## config.mk

```make
export PLATFORM = sky130hd
export DESIGN_NAME = led_blink_flash_controller_unit
export DESIGN_NICKNAME = d
export VERILOG_FILES = /design/src/hdl/lbfc_pkg.sv /design/src/hdl/lbfc_div.sv /design/src/hdl/led_blink_flash_controller_unit.sv
export SDC_FILE = /design/constraint.sdc
export NUM_CORES = 1
export LEC_CHECK = 0
export BUFFER_PORTS_ARGS = -buffer_cell sky130_fd_sc_hd__buf_2
export CAP_MARGIN = 25
export CORE_ASPECT_RATIO = 1.2
export CORE_MARGIN = 5
export CORE_UTILIZATION = 50
export CTS_CLUSTER_DIAMETER = 150
export DETAILED_ROUTE_END_ITERATION = 10
export HOLD_SLACK_MARGIN = 0.05
export MAX_ROUTING_LAYER = met4
export PLACE_DENSITY = 0.72
export SLEW_MARGIN = 20
export SYNTH_ARGS = -nofsm -noshare
export SYNTH_HDL_FRONTEND = slang
export SYNTH_SLANG_ARGS = --single-unit
```

## constraint.sdc

```tcl
create_clock -name i_clk -period 3.95 [get_ports i_clk]
set_clock_uncertainty 0.2 [all_clocks]
set_input_delay 0.395 -clock i_clk [delete_from_list [all_inputs] [get_ports i_clk]]
set_output_delay 0.395 -clock i_clk [all_outputs]
set_load 0.01 [all_outputs]
```

## src/hdl/lbfc_pkg.sv

```systemverilog
`timescale 1ns / 1ps
// ----------------------------------------------------------------------------
// lbfc_pkg
// Shared types, codes and constants of the LED blink and flash controller.
// ----------------------------------------------------------------------------
package lbfc_pkg;

    localparam int NUM_LEDS_DEF = 3;

    // field widths
    localparam int TGT_W    = 4;
    localparam int MODE_W   = 2;
    localparam int CODE_W   = 8;
    localparam int SECS_W   = 4;
    localparam int ON_W     = 4;
    localparam int MS_W     = 10;
    localparam int STEP_W   = 8;
    localparam int TOGGLE_W = 10;
    localparam int FLAG_W   = 3;
    localparam int PIDX_W   = 2;

    // blink divider: 1000 / code
    localparam logic [TOGGLE_W-1:0] BLINK_DIVIDEND    = 10'd1000;
    localparam logic [TOGGLE_W-1:0] BLINK_ZERO_PERIOD = 10'd1023;

    // register reset values
    localparam logic [MS_W-1:0] FLASH_STEP_RST = 10'd100;
    localparam logic [ON_W-1:0] MASTER_ON_RST  = 4'd5;

    // register indexes
    localparam logic REG_FLASH_STEP = 1'b0;
    localparam logic REG_MASTER_ON  = 1'b1;

    // commands
    localparam logic CMD_TICK = 1'b0;
    localparam logic CMD_SET  = 1'b1;

    // modes
    localparam logic [MODE_W-1:0] MODE_OFF   = 2'd0;
    localparam logic [MODE_W-1:0] MODE_ON    = 2'd1;
    localparam logic [MODE_W-1:0] MODE_BLINK = 2'd2;
    localparam logic [MODE_W-1:0] MODE_FLASH = 2'd3;

    // targets
    localparam logic [TGT_W-1:0] TGT_RED   = 4'd0;
    localparam logic [TGT_W-1:0] TGT_GREEN = 4'd1;
    localparam logic [TGT_W-1:0] TGT_BLUE  = 4'd2;
    localparam logic [TGT_W-1:0] TGT_RG    = 4'd3;
    localparam logic [TGT_W-1:0] TGT_RB    = 4'd4;
    localparam logic [TGT_W-1:0] TGT_GR    = 4'd5;
    localparam logic [TGT_W-1:0] TGT_GB    = 4'd6;
    localparam logic [TGT_W-1:0] TGT_BR    = 4'd7;
    localparam logic [TGT_W-1:0] TGT_BG    = 4'd8;

    // LED indexes
    localparam logic [PIDX_W-1:0] LED_RED   = 2'd0;
    localparam logic [PIDX_W-1:0] LED_GREEN = 2'd1;
    localparam logic [PIDX_W-1:0] LED_BLUE  = 2'd2;

    // pattern flag bits
    localparam int FLAG_BLINK = 0;
    localparam int FLAG_FLASH = 1;
    localparam int FLAG_PAIR  = 2;

    typedef enum logic [2:0] {
        S_IDLE,
        S_TICK,
        S_DIV,
        S_SET,
        S_OUT
    } t_state;

    function automatic logic [PIDX_W-1:0] pair_master_of(input logic [TGT_W-1:0] tgt);
        logic [PIDX_W-1:0] led;
        case (tgt)
            TGT_RG, TGT_RB: led = LED_RED;
            TGT_GR, TGT_GB: led = LED_GREEN;
            TGT_BR, TGT_BG: led = LED_BLUE;
            default:        led = LED_RED;
        endcase
        return led;
    endfunction

    function automatic logic [PIDX_W-1:0] pair_slave_of(input logic [TGT_W-1:0] tgt);
        logic [PIDX_W-1:0] led;
        case (tgt)
            TGT_GR, TGT_BR: led = LED_RED;
            TGT_RG, TGT_BG: led = LED_GREEN;
            TGT_RB, TGT_GB: led = LED_BLUE;
            default:        led = LED_GREEN;
        endcase
        return led;
    endfunction

endpackage

```

## src/hdl/lbfc_div.sv

```systemverilog
`timescale 1ns / 1ps
// ----------------------------------------------------------------------------
// lbfc_div
// Restoring divider for the blink toggle period: 1000 / divisor, one
// quotient bit per cycle through a single shared subtractor.
// ----------------------------------------------------------------------------
module lbfc_div (
    input  logic                             i_clk,
    input  logic                             i_rst_n,
    input  logic                             i_start,
    input  logic [lbfc_pkg::CODE_W-1:0]      i_divisor,
    output logic                             o_done,
    output logic [lbfc_pkg::TOGGLE_W-1:0]    o_quot
);

    localparam int QW  = lbfc_pkg::TOGGLE_W;
    localparam int DW  = lbfc_pkg::CODE_W;
    localparam int CW  = $clog2(QW);

    logic          r_busy, n_busy;
    logic          r_done, n_done;
    logic [CW-1:0] r_cnt, n_cnt;
    logic [DW-1:0] r_rem, n_rem;
    logic [DW-1:0] r_div, n_div;
    logic [QW-1:0] r_q, n_q;

    logic [DW:0]   shifted;
    logic [DW:0]   diff;
    logic          fits;

    assign shifted = {r_rem, r_q[QW-1]};
    assign diff    = shifted - {1'b0, r_div};
    assign fits    = shifted >= {1'b0, r_div};

    always_comb begin
        n_busy = r_busy;
        n_done = 1'b0;
        n_cnt  = r_cnt;
        n_rem  = r_rem;
        n_div  = r_div;
        n_q    = r_q;
        if (i_start) begin
            n_busy = 1'b1;
            n_cnt  = '0;
            n_rem  = '0;
            n_div  = i_divisor;
            n_q    = lbfc_pkg::BLINK_DIVIDEND;
        end else if (r_busy) begin
            // shift in the next dividend bit, subtract when it fits
            n_rem = fits ? diff[DW-1:0] : shifted[DW-1:0];
            n_q   = {r_q[QW-2:0], fits};
            n_cnt = r_cnt + 1'b1;
            if (r_cnt == CW'(QW - 1)) begin
                n_busy = 1'b0;
                n_done = 1'b1;
            end
        end
    end

    always_ff @(posedge i_clk) begin
        if (!i_rst_n) begin
            r_busy <= 1'b0;
            r_done <= 1'b0;
            r_cnt  <= '0;
        end else begin
            r_busy <= n_busy;
            r_done <= n_done;
            r_cnt  <= n_cnt;
        end
        r_rem <= n_rem;
        r_div <= n_div;
        r_q   <= n_q;
    end

    assign o_done = r_done;
    assign o_quot = r_q;

endmodule

```

## src/hdl/led_blink_flash_controller_unit.sv

```systemverilog
`timescale 1ns / 1ps
// ----------------------------------------------------------------------------
// led_blink_flash_controller_unit
// Three-LED blink and flash controller with single and paired patterns.
// ----------------------------------------------------------------------------
// Tick: one LED per cycle through the shared counter/compare unit, then the
//   result goes to the output register (state S_OUT).
// Blink set: the serial divider runs in S_DIV before the S_SET update and S_OUT.
// Other set requests: S_SET, then S_OUT. One request is worked on at a time.
// Reset (synchronous, active low) clears all LED state, sets flash step to
//   100 ms, master on steps to 5, pair master red and pair slave green.
module led_blink_flash_controller_unit #(
    parameter int NUM_LEDS = lbfc_pkg::NUM_LEDS_DEF
) (
    input  logic        i_clk,
    input  logic        i_rst_n,
    input  logic        s_tvalid,
    output logic        s_tready,
    // [3:0] target, [5:4] requested_mode, [13:6] blink_rate_code,
    // [17:14] flash_seconds, [21:18] flash_on_count, [23:22] zero
    input  logic [23:0] s_tdata,
    // [0] command
    input  logic        s_tuser,
    output logic        m_tvalid,
    input  logic        m_tready,
    // [0] red_lit, [1] green_lit, [2] blue_lit, [3] accepted, [7:4] zero
    output logic [7:0]  m_tdata,
    input  logic        psel,
    input  logic        penable,
    input  logic        pwrite,
    input  logic [2:0]  paddr,
    input  logic [31:0] pwdata,
    output logic [31:0] prdata,
    output logic        pready
);

    localparam int LW     = $clog2(NUM_LEDS);
    localparam int MS_W   = lbfc_pkg::MS_W;
    localparam int STEP_W = lbfc_pkg::STEP_W;
    localparam int TOG_W  = lbfc_pkg::TOGGLE_W;
    localparam int ON_W   = lbfc_pkg::ON_W;
    localparam int FLAG_W = lbfc_pkg::FLAG_W;
    localparam int PW     = lbfc_pkg::PIDX_W;
    localparam int TW     = lbfc_pkg::TGT_W;
    localparam int FB     = lbfc_pkg::FLAG_BLINK;
    localparam int FF     = lbfc_pkg::FLAG_FLASH;
    localparam int FP     = lbfc_pkg::FLAG_PAIR;

    // control state
    lbfc_pkg::t_state r_state, n_state;
    logic [LW-1:0]    r_idx, n_idx;
    logic             r_out_valid, n_out_valid;
    logic [7:0]       r_out_data, n_out_data;
    logic             r_ok, n_ok;

    // registers
    logic [MS_W-1:0]  r_flash_step;
    logic [ON_W-1:0]  r_master_on;

    // captured request
    logic [TW-1:0]                  r_tgt;
    logic [lbfc_pkg::MODE_W-1:0]    r_mode;
    logic [lbfc_pkg::CODE_W-1:0]    r_code;
    logic [lbfc_pkg::SECS_W-1:0]    r_secs;
    logic [ON_W-1:0]                r_on;

    // per-LED state
    logic [NUM_LEDS-1:0] r_lit, n_lit;
    logic [FLAG_W-1:0]   r_flags [NUM_LEDS];
    logic [FLAG_W-1:0]   n_flags [NUM_LEDS];
    logic [MS_W-1:0]     r_ms [NUM_LEDS];
    logic [MS_W-1:0]     n_ms [NUM_LEDS];
    logic [STEP_W-1:0]   r_step [NUM_LEDS];
    logic [STEP_W-1:0]   n_step [NUM_LEDS];
    logic [TOG_W-1:0]    r_toggle [NUM_LEDS];
    logic [TOG_W-1:0]    n_toggle [NUM_LEDS];
    logic [STEP_W-1:0]   r_fper [NUM_LEDS];
    logic [STEP_W-1:0]   n_fper [NUM_LEDS];
    logic [ON_W-1:0]     r_fon [NUM_LEDS];
    logic [ON_W-1:0]     n_fon [NUM_LEDS];
    logic [PW-1:0]       r_pair_master, n_pair_master;
    logic [PW-1:0]       r_pair_slave, n_pair_slave;

    // sequencer outputs
    logic accept;
    logic out_free;
    logic out_load;
    logic div_start;
    logic tick_en;
    logic set_en;

    logic                        div_done;
    logic [TOG_W-1:0]            div_quot;
    logic                        need_div;
    logic [TW-1:0]               in_tgt;
    logic [lbfc_pkg::MODE_W-1:0] in_mode;
    logic [lbfc_pkg::CODE_W-1:0] in_code;

    assign in_tgt   = s_tdata[3:0];
    assign in_mode  = s_tdata[5:4];
    assign in_code  = s_tdata[13:6];
    assign need_div = (s_tuser == lbfc_pkg::CMD_SET) && (in_mode == lbfc_pkg::MODE_BLINK)
                      && (in_code != '0);

    lbfc_div u_div (
        .i_clk     (i_clk),
        .i_rst_n   (i_rst_n),
        .i_start   (div_start),
        .i_divisor (in_code),
        .o_done    (div_done),
        .o_quot    (div_quot)
    );

    // ---------------- sequencer ----------------
    always_comb begin
        n_state = r_state;
        case (r_state)
            lbfc_pkg::S_IDLE: begin
                if (s_tvalid) begin
                    if (s_tuser == lbfc_pkg::CMD_TICK) begin
                        n_state = lbfc_pkg::S_TICK;
                    end else if (need_div) begin
                        n_state = lbfc_pkg::S_DIV;
                    end else begin
                        n_state = lbfc_pkg::S_SET;
                    end
                end
            end
            lbfc_pkg::S_TICK: begin
                if (r_idx == LW'(NUM_LEDS - 1)) begin
                    n_state = lbfc_pkg::S_OUT;
                end
            end
            lbfc_pkg::S_DIV: begin
                if (div_done) begin
                    n_state = lbfc_pkg::S_SET;
                end
            end
            lbfc_pkg::S_SET: n_state = lbfc_pkg::S_OUT;
            lbfc_pkg::S_OUT: begin
                if (out_free) begin
                    n_state = lbfc_pkg::S_IDLE;
                end
            end
            default: n_state = lbfc_pkg::S_IDLE;
        endcase
    end

    assign out_free = !r_out_valid || m_tready;

    always_comb begin
        s_tready = 1'b0;
        tick_en  = 1'b0;
        set_en   = 1'b0;
        out_load = 1'b0;
        case (r_state)
            lbfc_pkg::S_IDLE: s_tready = 1'b1;
            lbfc_pkg::S_TICK: tick_en  = 1'b1;
            lbfc_pkg::S_DIV:  ;
            lbfc_pkg::S_SET:  set_en   = 1'b1;
            lbfc_pkg::S_OUT:  out_load = out_free;
            default: ;
        endcase
    end

    assign accept    = s_tvalid && s_tready;
    assign div_start = accept && need_div;

    // ---------------- LED datapath ----------------
    // values of the LED under the shared unit
    logic [FLAG_W-1:0] cur_flags;
    logic [MS_W-1:0]   cur_ms_inc;
    logic [MS_W-1:0]   cur_period;
    logic              cur_active;
    logic              cur_hit;
    logic              cur_pair;
    logic              cur_lit;
    logic [STEP_W-1:0] cur_step;
    logic [STEP_W-1:0] cur_step_inc;
    logic [STEP_W-1:0] cur_step_next;
    logic [ON_W:0]     pair_end;
    logic              step_lit_m;
    logic              step_lit_s;

    always_comb begin
        cur_flags     = r_flags[r_idx];
        cur_lit       = r_lit[r_idx];
        cur_step      = r_step[r_idx];
        cur_active    = cur_flags[FB] || cur_flags[FF];
        cur_period    = cur_flags[FB] ? r_toggle[r_idx] : r_flash_step;
        cur_ms_inc    = r_ms[r_idx] + 1'b1;
        cur_hit       = cur_ms_inc >= cur_period;
        cur_pair      = cur_flags[FP] && (int'(r_pair_master) == int'(r_idx))
                        && (int'(r_pair_slave) < NUM_LEDS)
                        && (r_pair_slave != r_pair_master);
        cur_step_inc  = cur_step + 1'b1;
        cur_step_next = (cur_step_inc >= r_fper[r_idx]) ? '0 : cur_step_inc;
        pair_end      = {1'b0, r_master_on} + {1'b0, r_fon[r_idx]};
        if (cur_flags[FB]) begin
            step_lit_m = !cur_lit;
            step_lit_s = cur_lit;
        end else if (cur_pair) begin
            step_lit_m = cur_step < STEP_W'(r_master_on);
            step_lit_s = !step_lit_m && (cur_step < STEP_W'(pair_end));
        end else begin
            step_lit_m = cur_step < STEP_W'(r_fon[r_idx]);
            step_lit_s = 1'b0;
        end
    end

    // set request decode
    logic          tgt_single;
    logic          tgt_pair;
    logic [PW-1:0] led_a;
    logic [PW-1:0] led_b;
    logic          set_ok;
    logic          do_clear_a, do_clear_b, do_end_pair, do_load, do_slave;
    logic          do_lit_off, do_lit_on, do_step_clr, do_pair_flag;
    logic          is_flash;
    logic [TOG_W-1:0]  load_toggle;
    logic [STEP_W-1:0] load_fper;
    logic [ON_W-1:0]   load_fon;

    always_comb begin
        tgt_single   = r_tgt inside {[lbfc_pkg::TGT_RED:lbfc_pkg::TGT_BLUE]};
        tgt_pair     = r_tgt inside {[lbfc_pkg::TGT_RG:lbfc_pkg::TGT_BG]};
        led_a        = tgt_single ? r_tgt[PW-1:0] : lbfc_pkg::pair_master_of(r_tgt);
        led_b        = lbfc_pkg::pair_slave_of(r_tgt);
        is_flash     = r_mode == lbfc_pkg::MODE_FLASH;
        load_toggle  = (r_code == '0) ? lbfc_pkg::BLINK_ZERO_PERIOD : div_quot;
        load_fper    = {r_secs, 3'b000} + {3'b000, r_secs, 1'b0};
        load_fon     = (r_on == '0) ? '0 : r_on - 1'b1;
        set_ok       = 1'b0;
        do_clear_a   = 1'b0;
        do_clear_b   = 1'b0;
        do_end_pair  = 1'b0;
        do_load      = 1'b0;
        do_slave     = 1'b0;
        do_lit_off   = 1'b0;
        do_lit_on    = 1'b0;
        do_step_clr  = 1'b0;
        do_pair_flag = 1'b0;
        if (tgt_single) begin
            set_ok = int'(r_tgt) < NUM_LEDS;
            if (set_ok) begin
                case (r_mode)
                    lbfc_pkg::MODE_OFF: begin
                        if (cur_flags[FP]) begin
                            do_lit_off  = 1'b1;
                            do_step_clr = led_a == r_pair_master;
                        end else begin
                            do_clear_a = 1'b1;
                        end
                    end
                    lbfc_pkg::MODE_ON: do_lit_on = 1'b1;
                    default: begin
                        do_end_pair = cur_flags[FP];
                        do_load     = 1'b1;
                    end
                endcase
            end
        end else if (tgt_pair) begin
            set_ok = (int'(led_a) < NUM_LEDS) && (int'(led_b) < NUM_LEDS)
                     && (r_mode != lbfc_pkg::MODE_ON);
            if (set_ok) begin
                if (r_mode == lbfc_pkg::MODE_OFF) begin
                    do_clear_a = 1'b1;
                    do_clear_b = 1'b1;
                end else begin
                    do_end_pair  = 1'b1;
                    do_slave     = 1'b1;
                    do_load      = 1'b1;
                    do_pair_flag = 1'b1;
                end
            end
        end
    end

    always_comb begin
        n_lit         = r_lit;
        n_flags       = r_flags;
        n_ms          = r_ms;
        n_step        = r_step;
        n_toggle      = r_toggle;
        n_fper        = r_fper;
        n_fon         = r_fon;
        n_pair_master = r_pair_master;
        n_pair_slave  = r_pair_slave;
        n_ok          = r_ok;
        if (accept) begin
            n_ok = 1'b1;
        end
        for (int i = 0; i < NUM_LEDS; i++) begin
            if (tick_en && cur_active && (i == int'(r_idx))) begin
                if (cur_hit) begin
                    n_ms[i]  = '0;
                    n_lit[i] = step_lit_m;
                    if (!cur_flags[FB]) begin
                        n_step[i] = cur_step_next;
                    end
                end else begin
                    n_ms[i] = cur_ms_inc;
                end
            end
            // the pair master drives its slave on each step
            if (tick_en && cur_active && cur_hit && cur_pair
                && (i == int'(r_pair_slave))) begin
                n_lit[i] = step_lit_s;
            end
            if (set_en) begin
                if (do_end_pair && r_flags[i][FP]) begin
                    n_flags[i] = '0;
                end
                if ((do_clear_a && (i == int'(led_a))) || (do_clear_b && (i == int'(led_b)))) begin
                    n_lit[i]    = 1'b0;
                    n_flags[i]  = '0;
                    n_ms[i]     = '0;
                    n_step[i]   = '0;
                    n_toggle[i] = '0;
                    n_fper[i]   = '0;
                    n_fon[i]    = '0;
                end
                if (i == int'(led_a)) begin
                    if (do_lit_off) begin
                        n_lit[i] = 1'b0;
                    end
                    if (do_lit_on) begin
                        n_lit[i] = 1'b1;
                    end
                    if (do_step_clr) begin
                        n_step[i] = '0;
                    end
                end
                if (do_slave && (i == int'(led_b))) begin
                    n_flags[i]     = '0;
                    n_flags[i][FP] = 1'b1;
                    n_lit[i]       = 1'b0;
                end
                if (do_load && (i == int'(led_a))) begin
                    n_lit[i]       = 1'b0;
                    n_ms[i]        = '0;
                    n_step[i]      = '0;
                    n_flags[i]     = '0;
                    n_flags[i][FP] = do_pair_flag;
                    if (is_flash) begin
                        n_fon[i]       = load_fon;
                        n_fper[i]      = load_fper;
                        n_flags[i][FF] = 1'b1;
                    end else begin
                        n_toggle[i]    = load_toggle;
                        n_flags[i][FB] = 1'b1;
                    end
                end
            end
        end
        if (set_en) begin
            n_ok = set_ok;
            if (do_pair_flag) begin
                n_pair_master = led_a;
                n_pair_slave  = led_b;
            end
        end
    end

    // sequencer index: LED under the shared unit, or the LED a request reads
    always_comb begin
        n_idx = r_idx;
        if (accept) begin
            if (s_tuser == lbfc_pkg::CMD_TICK) begin
                n_idx = '0;
            end else if (in_tgt inside {[lbfc_pkg::TGT_RED:lbfc_pkg::TGT_BLUE]}) begin
                n_idx = LW'(in_tgt);
            end else begin
                n_idx = LW'(lbfc_pkg::pair_master_of(in_tgt));
            end
        end else if (tick_en) begin
            n_idx = r_idx + 1'b1;
        end
    end

    // ---------------- result register ----------------
    logic [NUM_LEDS+2:0] lit_ext;

    assign lit_ext = {3'b000, r_lit};

    always_comb begin
        n_out_valid = r_out_valid && !m_tready;
        n_out_data  = r_out_data;
        if (out_load) begin
            n_out_valid = 1'b1;
            n_out_data  = {4'b0000, r_ok, lit_ext[2:0]};
        end
    end

    assign m_tvalid = r_out_valid;
    assign m_tdata  = r_out_data;

    // ---------------- configuration port ----------------
    logic cfg_wr;

    assign pready = 1'b1;
    assign cfg_wr = psel && penable && pwrite && pready;
    assign prdata = (paddr[2] == lbfc_pkg::REG_MASTER_ON) ? {28'd0, r_master_on}
                                                          : {22'd0, r_flash_step};

    always_ff @(posedge i_clk) begin
        if (!i_rst_n) begin
            r_flash_step <= lbfc_pkg::FLASH_STEP_RST;
            r_master_on  <= lbfc_pkg::MASTER_ON_RST;
        end else if (cfg_wr) begin
            if (paddr[2] == lbfc_pkg::REG_FLASH_STEP) begin
                r_flash_step <= pwdata[MS_W-1:0];
            end else begin
                r_master_on <= pwdata[ON_W-1:0];
            end
        end
    end

    // ---------------- registers ----------------
    always_ff @(posedge i_clk) begin
        if (!i_rst_n) begin
            r_state       <= lbfc_pkg::S_IDLE;
            r_idx         <= '0;
            r_out_valid   <= 1'b0;
            r_ok          <= 1'b0;
            r_lit         <= '0;
            r_pair_master <= lbfc_pkg::LED_RED;
            r_pair_slave  <= lbfc_pkg::LED_GREEN;
            for (int i = 0; i < NUM_LEDS; i++) begin
                r_flags[i]  <= '0;
                r_ms[i]     <= '0;
                r_step[i]   <= '0;
                r_toggle[i] <= '0;
                r_fper[i]   <= '0;
                r_fon[i]    <= '0;
            end
        end else begin
            r_state       <= n_state;
            r_idx         <= n_idx;
            r_out_valid   <= n_out_valid;
            r_ok          <= n_ok;
            r_lit         <= n_lit;
            r_pair_master <= n_pair_master;
            r_pair_slave  <= n_pair_slave;
            r_flags       <= n_flags;
            r_ms          <= n_ms;
            r_step        <= n_step;
            r_toggle      <= n_toggle;
            r_fper        <= n_fper;
            r_fon         <= n_fon;
        end
        r_out_data <= n_out_data;
        if (accept) begin
            r_tgt  <= in_tgt;
            r_mode <= in_mode;
            r_code <= in_code;
            r_secs <= s_tdata[17:14];
            r_on   <= s_tdata[21:18];
        end
    end

    // ---------------- assertions ----------------
    logic [NUM_LEDS-1:0] pair_owner;

    always_comb begin
        for (int i = 0; i < NUM_LEDS; i++) begin
            pair_owner[i] = r_flags[i][FP] && (r_flags[i][FB] || r_flags[i][FF]);
        end
    end

    a_one_pair_owner: assert property (@(posedge i_clk) disable iff (!i_rst_n)
        $countones(pair_owner) <= 1)
        else $error("more than one LED runs a pair pattern");

    a_div_done_in_div: assert property (@(posedge i_clk) disable iff (!i_rst_n)
        div_done |-> (r_state == lbfc_pkg::S_DIV))
        else $error("divider finished outside the divide state");

    a_result_loaded: assert property (@(posedge i_clk) disable iff (!i_rst_n)
        out_load |=> (m_tvalid && (r_state == lbfc_pkg::S_IDLE)))
        else $error("result not presented after load");

    a_ready_only_idle: assert property (@(posedge i_clk) disable iff (!i_rst_n)
        (tick_en || set_en) |-> !s_tready)
        else $error("request taken while a request is at work");

endmodule
```

==> impl_results.md <==
* Critical path fanouts, max at 6
* Final period util at 97.1%
* Synth Flop Type: dfxtp_1
* Crit-path cells: buf_12 > mux2i_1 > nor2_1 > a21oi_1 > inv_1 > ha_1 > a21o_1 > a21oi_1 > xor2_1 > ha_1 > o211a_1 > a221o_1 > o2bb2ai_1 > o311ai_2 > nor2_1 > o32ai_2
* Die W at 149 um
* CTS root buf: clkbuf_16
* DR WL/cell at 16.7 um
* Die H at 177 um
* Crit path largest cell delay at 0.41 ns
* Worst-Margin Slew at 0.812 ns
* I/O Buffers at 56
* RePlAce Congestion at 0.909
* Status: completed
* Vias at 10200
* Pwr/cell area at 401 mW/mm^2
* TritonCTS buffer count at 23
* Post-Synth Simple-Gate Area at 20.9%
* Total grt overflow at 0
* Post-synth EDFFs at 34
* Most common cell after layout, fill and taps aside: nor2_1
* Count of cell types in the netlist at 87
* Fin crit period at 3.84 ns
* Total die area at 0.0263 mm^2
* Starting Density at 50.4%
* Core Box Area at 0.0230 mm^2
* Multi-input gate area at 0.00645 mm^2
* Detailed-route vias per instance at 5.64
* Crit start category: register
* CP top delay family: compound AO/OA/AOI/OAI gates
* Clk sinks at 215
* Max cap viols at 0
* Clock buffer depth at 3
* Sequential cell area at 0.00465 mm^2
* Final hold vios at 0
* Setup TNS at 0 ns
* Placed Instances at 1722
* WL final at 30100 um
* Synth Area in Compound Gates at 18.5%
* Initial antenna violation count at 0
* CTS tree: built
* NetSw at 1.56 mW
* CP Buf/Inv Count at 2
* Vias in the first global route at 9719
* Final WS setup at 0.113 ns
* HP Class: in2reg
* H-tree depth at 1
* Crit path capture type: register
* Post-Synth Adder-Cell Area at 5.81%
* DRT antenna net count at 0
* Mux cell area share after synthesis at 6.63%
* Synthesized cell area at 0.0116 mm^2
* Net count, final at 1592
* Hpwl dp at 21200 um
* Sw Ratio at 28.7%
* Avg Cell Area, Syn at 8.52 um^2
* Xor-xnor portion of the synthesized cell area at 1.82%
* Critical path class: reg2reg
* FP Rows at 61
* Filler cells at 1992
* Fin. max-slew vios at 0
* GRT Overall Usage at 22.8%
* Io pins at 110
* Layout cells sized above 1 at 15.2%
* Clock power frac at 37.3%
* Area grow syn2layout at 17.5%
* Initial DRC Count at 746
* Register bit total from synthesis at 215
* Final Instance Count excl. Fillers at 1805
* Asr flop ratio synth at 0%
* Arrival @ worst endpoint at 4.06 ns
* CP required at 4.18 ns
* Power Total at 5.45 mW
* Synthesized instance count at 1359
* LEAKAGE at 5.35 nW
* Combinational share of power at 17.8%
* Share of power burned in registers at 44.9%
* DRC viols at 0
* First-pass GRT wire length at 48400 um
* Pint at 3.89 mW
* Reg2Reg Setup Slack at 0.11 ns
* Main combinational cell family by area after synthesis: simple AND/OR/NAND/NOR gates
* Crit path max-delay cell type: dfxtp_4
* Clock slew at reported path FFs at 0.06 ns
* # diodes at 0
* Drt pass-1 iters at 5
* Final setup violation count at 0
* DP Worst Slack at 0.0350 ns
* Synth Warn # at 0
* Slew headroom at 45.6%
* Maximum vdd ir drop at 0.483 mV
* Clock Latency Late Sink at 0.53 ns
* Most frequent cells in the layout: nor2_1, dfxtp_1, nand2_1
* Fmax at 261 MHz
* Sequential-to-total area share from yosys stat at 40.1%
* Largest net degree at the start of global routing at 70
==> path summary, 6_finish.rpt <==
kind            start    endpoint  cells past startpoint
max          r_idx[0]    r_lit[2]                     16
min           s_tuser    r_idx[0]                      3
max reg2reg  r_idx[0]    r_lit[2]                     16
min reg2reg      r_ok  m_tdata[3]                      0
==> stage by stage <==
step           instance area, um^2  hold WS [ns]  util (%)
2_1_floorplan                11700         0.210         -
3_3_place_gp                 12400         0.221      53.8
3_5_place_dp                 12400         0.233      53.8
4_1_cts                      13400        0.0677      58.5
5_1_grt                      13600        0.0825      59.3
6_report                     13600        0.0894      59.3
==> tightest hold or removal path, stage by stage <==
cell      delay, ns
buf_2          0.13
nand4b_1       0.14
a21oi_1        0.09
==> logic make-up (layout without fill, tap and decap cells) <==
family	Yosys count	count (layout)
mux	75	75
buf+inv	143	249
compound gates	328	328
other cells	2	27
fa+ha+maj	52	52
flops	215	215
simple gates	520	520
xor+xnor	24	24
==> cell usage after synthesis (all sizes together) (16+ instances only) <==
library cell,count,share of area (%)
o21ai,63,2.8
nand2,144,4.7
edfxtp,34,8.8
ha,49,5.3
mux2i,67,5.8
nor3,43,1.9
buf,61,3.6
nand3,51,2.2
nor2b,16,0.89
nor2,186,6.0
a22oi,34,2.3
dfxtp,181,31
xnor2,16,1.2
clkbuf,41,1.3
a21oi,124,5.4
inv,41,1.3
==> per-layer routing <==
metal | vias up | part of all wire (%) | track usage (%)
met5 | - | 0 | -
met4 | 0 | 4.2 | 9.42
met3 | 77 | 4.8 | 2.77
met2 | 288 | 49 | 37.9
met1 | 4818 | 42 | 28.1
li1 | 4998 | - | -
==> registers in the layout (all words and copies together), names as in the netlist, 2 cells and up <==
signal / cells
u_div.r_div: 8
r_lit: 3
r_ms: 30
u_div.r_cnt: 4
r_flash_step: 10
r_fon: 12
r_step: 24
r_toggle: 30
u_div.r_rem: 8
r_on: 4
r_state: 3
u_div.o_quot: 10
r_code: 8
r_fper: 24
r_flags: 9
r_master_on: 4
r_pair_slave: 2
r_secs: 4
m_tdata: 4
r_idx: 2
r_tgt: 4
r_pair_master: 2
r_mode: 2
==> layout make-up <==
cell class                      instances  share of cell area, %
Multi-Input combinational cell       1026                   47.4
Clock buffer                           29                   4.57
Timing Repair Buffer                  166                   9.22
Tap cell                              315                   2.90
Inverter                               41                   1.13
Clock inverter                         13                  0.671
Sequential cell                       215                   34.2
==> power by group through the flow <==
| stage | logic [mW] | registers, mW | clock network, mW |
|---|---|---|---|
| final | 0.972 | 2.45 | 2.03 |
| after global routing | 1.07 | 2.46 | 2.17 |
| after CTS | 0.946 | 2.44 | 2.08 |
| after detailed placement | 0.913 | 2.49 | 0 |
| after global placement | 0.895 | 2.49 | 0 |
| after floorplan | 0.707 | 2.45 | 0 |
==> timing repair <==
action / in CTS / in global routing
setup buffers: 0 / 5
hold endpoints to repair: 46 / 0
gates resized for setup: 0 / 23
setup endpoints to repair: 0 / 39
hold buffers: 35 / 0
(Power assumes the default switching activity.)
